[src/rtl/h2r_pkg.sv]
// Package: fixed-point constants, codes and helpers for the HSL to RGB converter.
package h2r_pkg;

  // Field widths of the stream payload.
  localparam int HUE_W = 9;
  localparam int PCT_W = 7;
  localparam int CH_W = 8;
  localparam int S_TDATA_W = 24;  // hue, saturation, lightness (23 bits) padded to bytes
  localparam int M_TDATA_W = 24;  // red, green, blue

  // Fraction bits of the unsigned fixed-point arithmetic.
  localparam int FRAC_BITS = 16;
  localparam int FX_W = FRAC_BITS + 1;  // holds 0..ONE inclusive

  localparam longint OneL = longint'(1) << FRAC_BITS;
  localparam logic [FX_W-1:0] ONE_FX = FX_W'(OneL);
  localparam logic [FX_W-1:0] HALF_FX = FX_W'(OneL / 2);
  localparam logic [FX_W-1:0] SIXTH_FX = FX_W'(OneL / 6);
  localparam logic [FX_W-1:0] THIRD_FX = FX_W'(OneL / 3);
  localparam logic [FX_W-1:0] TWO_THIRDS_FX = FX_W'((2 * OneL) / 3);

  // Input ranges.
  localparam logic [HUE_W-1:0] HUE_SPAN = HUE_W'(360);
  localparam logic [PCT_W-1:0] PCT_MAX = PCT_W'(100);

  // Reciprocal multipliers: floor(x * ONE / D) == (x * ceil(2^(F+K) / D)) >> K
  // holds exactly for x * (rounding error) < 2^K, true for both divisors here.
  localparam int RCP_K = 18;
  localparam int RCP360_W = FRAC_BITS + 10;
  localparam int RCP100_W = FRAC_BITS + 12;
  localparam longint RcpBase = longint'(1) << (FRAC_BITS + RCP_K);
  localparam logic [RCP360_W-1:0] RCP360 = RCP360_W'((RcpBase + 359) / 360);
  localparam logic [RCP100_W-1:0] RCP100 = RCP100_W'((RcpBase + 99) / 100);

  // Ramp offset and scaled span widths.
  localparam int U_W = FRAC_BITS - 2;   // distance into a ramp edge, below ONE/4
  localparam int D6_W = FRAC_BITS + 3;  // 6 * (q - p), at most 6 * ONE

  // Segment of the hue ramp that a channel falls in.
  typedef enum logic [1:0] {
    RG_RISE = 2'd0,
    RG_HIGH = 2'd1,
    RG_FALL = 2'd2,
    RG_LOW  = 2'd3
  } region_e;

  // Scale a fixed-point channel to a byte: floor(v * 255 / ONE), clamped to 255.
  function automatic logic [CH_W-1:0] to_byte(input logic [FX_W:0] v);
    logic [FX_W+CH_W:0] scaled;
    logic [FX_W+CH_W-FRAC_BITS:0] whole;
    scaled = {v, {CH_W{1'b0}}} - (FX_W + CH_W + 1)'(v);
    whole = scaled[FX_W+CH_W:FRAC_BITS];
    if (whole > (FX_W + CH_W - FRAC_BITS + 1)'(255)) begin
      return {CH_W{1'b1}};
    end
    return whole[CH_W-1:0];
  endfunction

endpackage

[src/rtl/hsl_to_rgb_converter.sv]
// Top level: pipelined HSL to RGB pixel converter with stream handshakes.
//
//  Channel  | Direction | Transaction content
//  ---------+-----------+--------------------------------------------------
//  s_axis   | in        | hue [8:0], saturation % [15:9], lightness % [22:16]
//  m_axis   | out       | red [7:0], green [15:8], blue [23:16]
//
// One pixel enters per clock when nothing stalls. The five register stages
// are: input scaling, l*s product, q/p and hue segment selection, ramp
// products, and byte scaling into the output register. Every stage holds
// its own valid bit and loads whenever it is empty or the stage after it
// moves, so bubbles close up under back-pressure and s_axis stays ready
// while any stage is free. Reset clears the valid bits only.
module hsl_to_rgb_converter (
  input  logic                           clk_i,
  input  logic                           rst_ni,
  input  logic                           s_axis_tvalid_i,
  output logic                           s_axis_tready_o,
  input  logic [h2r_pkg::S_TDATA_W-1:0]  s_axis_tdata_i,  // hue_degrees, saturation_pct, lightness_pct
  output logic                           m_axis_tvalid_o,
  input  logic                           m_axis_tready_i,
  output logic [h2r_pkg::M_TDATA_W-1:0]  m_axis_tdata_o   // red, green, blue
);
  import h2r_pkg::*;

  localparam int NSTG = 4;  // internal stages ahead of the output register
  localparam int HP_W = HUE_W + RCP360_W;
  localparam int SP_W = PCT_W + RCP100_W;

  // Stage valid bits and load enables.
  logic [NSTG-1:0] vld_q;
  logic [NSTG-1:0] en;
  logic            out_vld_q;
  logic            out_en;

  assign out_en = !out_vld_q || m_axis_tready_i;
  assign en[NSTG-1] = !vld_q[NSTG-1] || out_en;
  for (genvar k = 0; k < NSTG - 1; k++) begin : g_en
    assign en[k] = !vld_q[k] || en[k+1];
  end
  assign s_axis_tready_o = en[0];

  always_ff @(posedge clk_i or negedge rst_ni) begin
    if (!rst_ni) begin
      vld_q <= '0;
      out_vld_q <= 1'b0;
    end else begin
      if (en[0]) begin
        vld_q[0] <= s_axis_tvalid_i;
      end
      for (int k = 1; k < NSTG; k++) begin
        if (en[k]) begin
          vld_q[k] <= vld_q[k-1];
        end
      end
      if (out_en) begin
        out_vld_q <= vld_q[NSTG-1];
      end
    end
  end

  // ---------------------------------------------------------------------
  // Stage A: wrap hue, saturate percentages, scale to fixed point.
  // ---------------------------------------------------------------------
  logic [HUE_W-1:0]    hue_in, hue_w;
  logic [PCT_W-1:0]    sat_in, lit_in, sat_c, lit_c;
  logic [HP_W-1:0]     h_prod;
  logic [SP_W-1:0]     s_prod, l_prod;
  logic [FRAC_BITS-1:0] h_a_d, h_a_q;
  logic [FX_W-1:0]     s_a_d, s_a_q, l_a_d, l_a_q;
  logic                zero_a_d, zero_a_q;

  always_comb begin
    hue_in = s_axis_tdata_i[HUE_W-1:0];
    sat_in = s_axis_tdata_i[HUE_W +: PCT_W];
    lit_in = s_axis_tdata_i[HUE_W+PCT_W +: PCT_W];
    hue_w = (hue_in >= HUE_SPAN) ? hue_in - HUE_SPAN : hue_in;
    sat_c = (sat_in > PCT_MAX) ? PCT_MAX : sat_in;
    lit_c = (lit_in > PCT_MAX) ? PCT_MAX : lit_in;
    h_prod = HP_W'(hue_w) * HP_W'(RCP360);
    s_prod = SP_W'(sat_c) * SP_W'(RCP100);
    l_prod = SP_W'(lit_c) * SP_W'(RCP100);
    h_a_d = h_prod[RCP_K +: FRAC_BITS];
    s_a_d = s_prod[RCP_K +: FX_W];
    l_a_d = l_prod[RCP_K +: FX_W];
    zero_a_d = (sat_c == '0);
  end

  always_ff @(posedge clk_i) begin
    if (en[0]) begin
      h_a_q <= h_a_d;
      s_a_q <= s_a_d;
      l_a_q <= l_a_d;
      zero_a_q <= zero_a_d;
    end
  end

  // ---------------------------------------------------------------------
  // Stage B: truncated product l*s.
  // ---------------------------------------------------------------------
  logic [2*FX_W-1:0]    ls_prod;
  logic [FX_W-1:0]      ls_b_q, s_b_q, l_b_q;
  logic [FRAC_BITS-1:0] h_b_q;
  logic                 zero_b_q;

  assign ls_prod = (2 * FX_W)'(l_a_q) * (2 * FX_W)'(s_a_q);

  always_ff @(posedge clk_i) begin
    if (en[1]) begin
      ls_b_q <= ls_prod[FRAC_BITS +: FX_W];
      s_b_q <= s_a_q;
      l_b_q <= l_a_q;
      h_b_q <= h_a_q;
      zero_b_q <= zero_a_q;
    end
  end

  // ---------------------------------------------------------------------
  // Stage C: form q, p and 6*(q-p); place each channel's hue on the ramp.
  // ---------------------------------------------------------------------
  logic [FX_W:0]    lq, lsum;
  logic [FX_W-1:0]  q_c_d, p_c_d, dd;
  logic [FX_W-1:0]  tsum, tdiff;
  logic [FX_W-1:0]  t [3];
  region_e          rg_c_d [3];
  logic [U_W-1:0]   u_c_d [3];
  logic [FX_W-1:0]  q_c_q, p_c_q, l_c_q;
  logic [D6_W-1:0]  d6_c_q;
  region_e          rg_c_q [3];
  logic [U_W-1:0]   u_c_q [3];
  logic             zero_c_q;

  always_comb begin
    lq = (FX_W + 1)'(l_b_q) + (FX_W + 1)'(ls_b_q);
    lsum = (FX_W + 1)'(l_b_q) + (FX_W + 1)'(s_b_q);
    if (l_b_q < HALF_FX) begin
      q_c_d = lq[FX_W-1:0];
      p_c_d = l_b_q - ls_b_q;
    end else begin
      q_c_d = FX_W'(lsum - (FX_W + 1)'(ls_b_q));
      // Drop negative p to zero.
      p_c_d = (lq >= (FX_W + 1)'(s_b_q)) ? FX_W'(lq - (FX_W + 1)'(s_b_q)) : '0;
    end
    dd = q_c_d - p_c_d;

    // Red at h+1/3, green at h, blue at h-1/3, each wrapped once.
    tsum = FX_W'(h_b_q) + THIRD_FX;
    t[0] = (tsum > ONE_FX) ? tsum - ONE_FX : tsum;
    t[1] = FX_W'(h_b_q);
    t[2] = (FX_W'(h_b_q) < THIRD_FX) ? FX_W'(h_b_q) + (ONE_FX - THIRD_FX)
                                      : FX_W'(h_b_q) - THIRD_FX;

    for (int c = 0; c < 3; c++) begin
      tdiff = TWO_THIRDS_FX - t[c];
      if (t[c] < SIXTH_FX) begin
        rg_c_d[c] = RG_RISE;
        u_c_d[c] = t[c][U_W-1:0];
      end else if (t[c] < HALF_FX) begin
        rg_c_d[c] = RG_HIGH;
        u_c_d[c] = '0;
      end else if (t[c] < TWO_THIRDS_FX) begin
        rg_c_d[c] = RG_FALL;
        u_c_d[c] = tdiff[U_W-1:0];
      end else begin
        rg_c_d[c] = RG_LOW;
        u_c_d[c] = '0;
      end
    end
  end

  always_ff @(posedge clk_i) begin
    if (en[2]) begin
      q_c_q <= q_c_d;
      p_c_q <= p_c_d;
      d6_c_q <= {dd, 2'b00} + D6_W'({dd, 1'b0});
      l_c_q <= l_b_q;
      zero_c_q <= zero_b_q;
      for (int c = 0; c < 3; c++) begin
        rg_c_q[c] <= rg_c_d[c];
        u_c_q[c] <= u_c_d[c];
      end
    end
  end

  // ---------------------------------------------------------------------
  // Stage D: ramp products 6*d*u, truncated once.
  // ---------------------------------------------------------------------
  localparam int RP_W = D6_W + U_W;
  logic [RP_W-1:0]  rprod [3];
  logic [FX_W-1:0]  ramp_d_q [3];
  region_e          rg_d_q [3];
  logic [FX_W-1:0]  q_d_q, p_d_q, l_d_q;
  logic             zero_d_q;

  for (genvar c = 0; c < 3; c++) begin : g_ramp
    assign rprod[c] = RP_W'(d6_c_q) * RP_W'(u_c_q[c]);
  end

  always_ff @(posedge clk_i) begin
    if (en[3]) begin
      for (int c = 0; c < 3; c++) begin
        ramp_d_q[c] <= rprod[c][FRAC_BITS +: FX_W];
        rg_d_q[c] <= rg_c_q[c];
      end
      q_d_q <= q_c_q;
      p_d_q <= p_c_q;
      l_d_q <= l_c_q;
      zero_d_q <= zero_c_q;
    end
  end

  // ---------------------------------------------------------------------
  // Stage E: pick the segment value, scale to bytes, hold in output register.
  // ---------------------------------------------------------------------
  logic [FX_W:0]   chv [3];
  logic [CH_W-1:0] byte_d [3];
  logic [CH_W-1:0] grey;
  logic [M_TDATA_W-1:0] out_data_q;

  always_comb begin
    grey = to_byte((FX_W + 1)'(l_d_q));
    for (int c = 0; c < 3; c++) begin
      case (rg_d_q[c])
        RG_RISE, RG_FALL: chv[c] = (FX_W + 1)'(p_d_q) + (FX_W + 1)'(ramp_d_q[c]);
        RG_HIGH:          chv[c] = (FX_W + 1)'(q_d_q);
        RG_LOW:           chv[c] = (FX_W + 1)'(p_d_q);
        default:          chv[c] = (FX_W + 1)'(p_d_q);
      endcase
      // Zero saturation: every channel takes the lightness.
      byte_d[c] = zero_d_q ? grey : to_byte(chv[c]);
    end
  end

  always_ff @(posedge clk_i) begin
    if (out_en) begin
      out_data_q <= {byte_d[2], byte_d[1], byte_d[0]};
    end
  end

  assign m_axis_tvalid_o = out_vld_q;
  assign m_axis_tdata_o = out_data_q;

  // ---------------------------------------------------------------------
  // Assertions
  // ---------------------------------------------------------------------
  a_scaled_range: assert property (@(posedge clk_i) disable iff (!rst_ni)
    vld_q[0] |-> (s_a_q <= ONE_FX) && (l_a_q <= ONE_FX))
    else $error("scaled saturation or lightness above one");

  a_p_below_q: assert property (@(posedge clk_i) disable iff (!rst_ni)
    vld_q[2] |-> (p_c_q <= q_c_q) && (q_c_q <= ONE_FX))
    else $error("p above q or q above one");

  a_stall_source: assert property (@(posedge clk_i) disable iff (!rst_ni)
    !s_axis_tready_o |-> (m_axis_tvalid_o && !m_axis_tready_i && (&vld_q)))
    else $error("input stalled while the pipeline has room");

  a_drain: assert property (@(posedge clk_i) disable iff (!rst_ni)
    (vld_q[NSTG-1] && out_en) |=> m_axis_tvalid_o)
    else $error("result lost between last stage and output register");

endmodule
[config.mk]
export PLATFORM = sky130hd
export DESIGN_NAME = hsl_to_rgb_converter
export DESIGN_NICKNAME = d
export VERILOG_FILES = /design/src/rtl/h2r_pkg.sv /design/src/rtl/hsl_to_rgb_converter.sv
export SDC_FILE = /design/constraint.sdc
export NUM_CORES = 2
export LEC_CHECK = 0
export BUFFER_PORTS_ARGS = -buffer_cell sky130_fd_sc_hd__buf_2
export CORE_MARGIN = 5
export CORE_UTILIZATION = 61
export DETAILED_ROUTE_END_ITERATION = 7
export HOLD_SLACK_MARGIN = 0.08
export PLACE_DENSITY = 0.77
export SYNTH_ARGS = -nofsm -noshare
export SYNTH_HDL_FRONTEND = slang
export SYNTH_SLANG_ARGS = --single-unit
[constraint.sdc]
create_clock -name clk_i -period 7.44 [get_ports clk_i]
set_input_delay 1.488 -clock clk_i [delete_from_list [all_inputs] [get_ports clk_i]]
set_output_delay 1.488 -clock clk_i [all_outputs]
set_load 0.02 [all_outputs]
==> impl_metrics.yaml <==
floorplan:
  initial_core_util_pct: 61.3
  coreArea_sq_um: 102000
  row_count: 117
  die_w_um: 329
  dieArea_sq_um: 109000
  die_height_um: 329
  pin_count: 54
yosys:
  synthXorXnorAreaFrac_pct: 3.88
  postSynthAreaPerCell_sq_um: 9.47
  syn_inst: 6573
  synth_edf_count: 370
  syn-cell-area_sq_um: 62300
  synth_compound_gate_area_share_pct: 9.40
  ys_seq_area_share_pct: 18.0
  async_flop_share_pct: 1.33
  yosysWarnings: 0
  synth_seq_cells: 375
  synthAdderAreaFrac_pct: 44.7
  synthSimpleGateAreaFrac_pct: 14.7
  synthMuxAreaShare_pct: 0.886
  synth_top_family_by_area: "adder cells"
  ys_types: 100
  synth.net_count: 8290
  synth-main-ff-cell: "edfxtp_1"
routing:
  postRouteAntennaNets: 0
  wl_um: 154000
  vias_per_cell: 5.74
  drt-initial-drc-count: 2849
  drtPass1Iterations: 6
  routed-via-count: 47200
  route.detailed.drc: 0
  wire_per_inst_um: 18.8
critical_path:
  crit_start: "l_b_q[1]"
  worst-path-max-fanout: 3
  critPathMostFrequentCell: "a21oi_2"
  timing.rr.end: "d6_c_q[17]"
  slowest_delay_ns: 0.52
  cp_slowest_cell: "or4b_4"
  rr_startpoint: "l_b_q[1]"
  crit_required_ns: 7.77
  crit_type: "flop to flop"
  worst-r2r-cell-count: 37
  worst_ep_arrival_time_ns: 7.80
  end_kind: "flop"
  path_buf_inv: 3
  r2r_slack_ns: -0.03
  startpoint_type: "flop"
  crit_family: "compound AO/OA/AOI/OAI gates"
sta:
  slew_viol_final: 0
  tightest_slew_ns: 1.19
  hold_slack_ns: 0.400
  finalWorstSetupSlack_ns: -0.0315
  fmax_mhz: 134
  rsz0062_at_grt: "yes"
  finClkSkew_ns: 0.0389
  setup_viol: 1
  slew_headroom_pct: 21.0
  fin_crit_ns: 7.47
  fin_crit_sh_pct: 100
  finalHoldViolCount: 0
layout:
  drive_gt1_share_pct: 9.94
  fin_nets: 8531
  syn_to_final_growth_pct: 9.95
  final_common_cell: "inv_1"
  layout_common_cells: "1,147 x inv_1, 886 x fa_1, 811 x nand2_1, 792 x ha_1, 410 x and2_1"
  fillCellCount: 7864
clock_tree:
  clk_latency_ns: 0.62
  cts_htree_levels: 2
  numCtsBuffers: 45
  cts-root-buf: "clkbuf_16"
  clk_pin_slew_ns: 0.06
  cts_buffer_depth: 3
  ctsHoldBuffers: 0
  cts.sinks: 375
  cts_tree: "built"
run_status:
  status: "finished with violations"
  violations: "negative setup slack"
placement:
  gp_congestion: 0.935
  numPortBuffers: 52
  dp_hpwl_um: 125000
job:
  timing.max_cap.violations: 0
global_route:
  grt_pass1_vias: 49200
  grt_pass1_wl_um: 251000
  grt_usage_pct: 28.6
  antenna_found_initial: 4
  grt.overflow.total: 0
  grt_max_degree: 81
hold_path:
  hold_path.class: "flop to flop"
  hold_depth: 0
  hold_start: "l_c_q[7]"
  hold-path-endpoint: "l_d_q[7]"
-- routing by layer --
layer	track usage, %	routed length [um]
met5	0	7
met4	11.4	7080
met3	4.40	10900
met2	49.0	75300
met1	36.8	61000
-- cell usage after synthesis, drive strengths merged (7+ instances only) --
library cell	instances	area [sq um]
inv	1155	4340
fa	888	17800
nand2	817	3070
ha	801	10000
and2	411	2570
edfxtp	370	11100
nor2	255	957
a21oi	239	1210
clkbuf	226	848
o21ai	203	1020
xnor2	198	1740
a21o	103	773
nor3	86	430
xor2	76	673
nand2b	55	352
o21a	51	383
nand3	46	230
nor2b	43	269
mux2i	36	360
and3	35	219
o211ai	34	255
a31oi	30	218
o21bai	30	225
nand4	27	175
a211oi	25	193
o31ai	23	201
or3	22	138
or2	20	125
nor4	19	119
buf	17	72.6
mux2	17	191
nor3b	17	128
a21boi	15	113
a2111oi	12	105
o311ai	12	123
a211o	11	96.3
a22oi	8	60.1
nand3b	8	60.1
nor4b	8	76.3
o22ai	8	50.1
o31a	8	70.1
a2111o	7	78.8
a221o	7	70.1
a31o	7	61.3
-- state kept, by name, indices dropped and copies added, names as in the netlist, 6 cells and up --
signal / flops
l_b_q: 17
l_a_q: 17
h_b_q: 16
q_c_q: 17
s_b_q: 17
h_a_q: 16
rg_c_q: 6
rg_d_q: 6
m_axis_tdata_o: 24
u_c_q: 42
l_c_q: 17
q_d_q: 17
ramp_d_q: 51
d6_c_q: 18
ls_b_q: 17
l_d_q: 17
p_d_q: 17
s_a_q: 17
p_c_q: 17
-- metrics by stage --
step	worst slack [ns]	util [%]	TNS (ns)	cells	cell area (sq um)
floorplan	0.0890	-	0	6573	62300
global placement	-0.536	64.9	-2.79	8086	65900
detailed placement	-0.629	64.9	-4.47	8086	65900
CTS	-0.00384	66.7	-0.00384	8184	67800
global route	-0.355	67.4	-1.08	8218	68500
finish	-0.0315	67.4	-0.0315	8218	68500
-- cells by family (layout without fill, tap and decap cells) --
kind of cell | count (synthesis) | count (layout)
AOI/OAI and AO/OA | 888 | 888
muxes | 53 | 53
adders and majority gates | 1689 | 1689
buffers and inverters | 1401 | 1677
xor gates and xnor gates | 274 | 274
DFF | 375 | 375
and+or+nand+nor | 1893 | 1893
other | 0 | 1
-- worst max-delay path by stage --
stage / slack, ns / endpoint / depth (start not counted)
floorplan: 0.09 / d6_c_q[17] / 38
global placement: -0.54 / d6_c_q[17] / 38
detailed placement: -0.63 / d6_c_q[17] / 38
CTS: -0.004 / d6_c_q[17] / 40
global route: -0.35 / d6_c_q[17] / 38
finish: -0.03 / d6_c_q[17] / 37
-- timing repair --
action                                  CTS  global route
gates resized for setup                  46            85
endpoints found under the setup margin   10            28
pin swaps                                39            57
buffers inserted                         16            33
cloned                                    0             0
-- layout make-up --
class	count	area (sq um)	area share, %
well taps	1368	1710	2.50
inverters	1158	4350	6.35
flip-flops and latches	375	11200	16.4
diodes	1	2.50	0.00366
multi-input cells	4797	46300	67.7
repair buffers	437	3240	4.74
clock inverters	34	433	0.632
clock buffers	48	1140	1.66
Power is left out: the tool's default activity adds up to more than one toggle a clock period on the data nets, which glitch-free logic cannot reach.
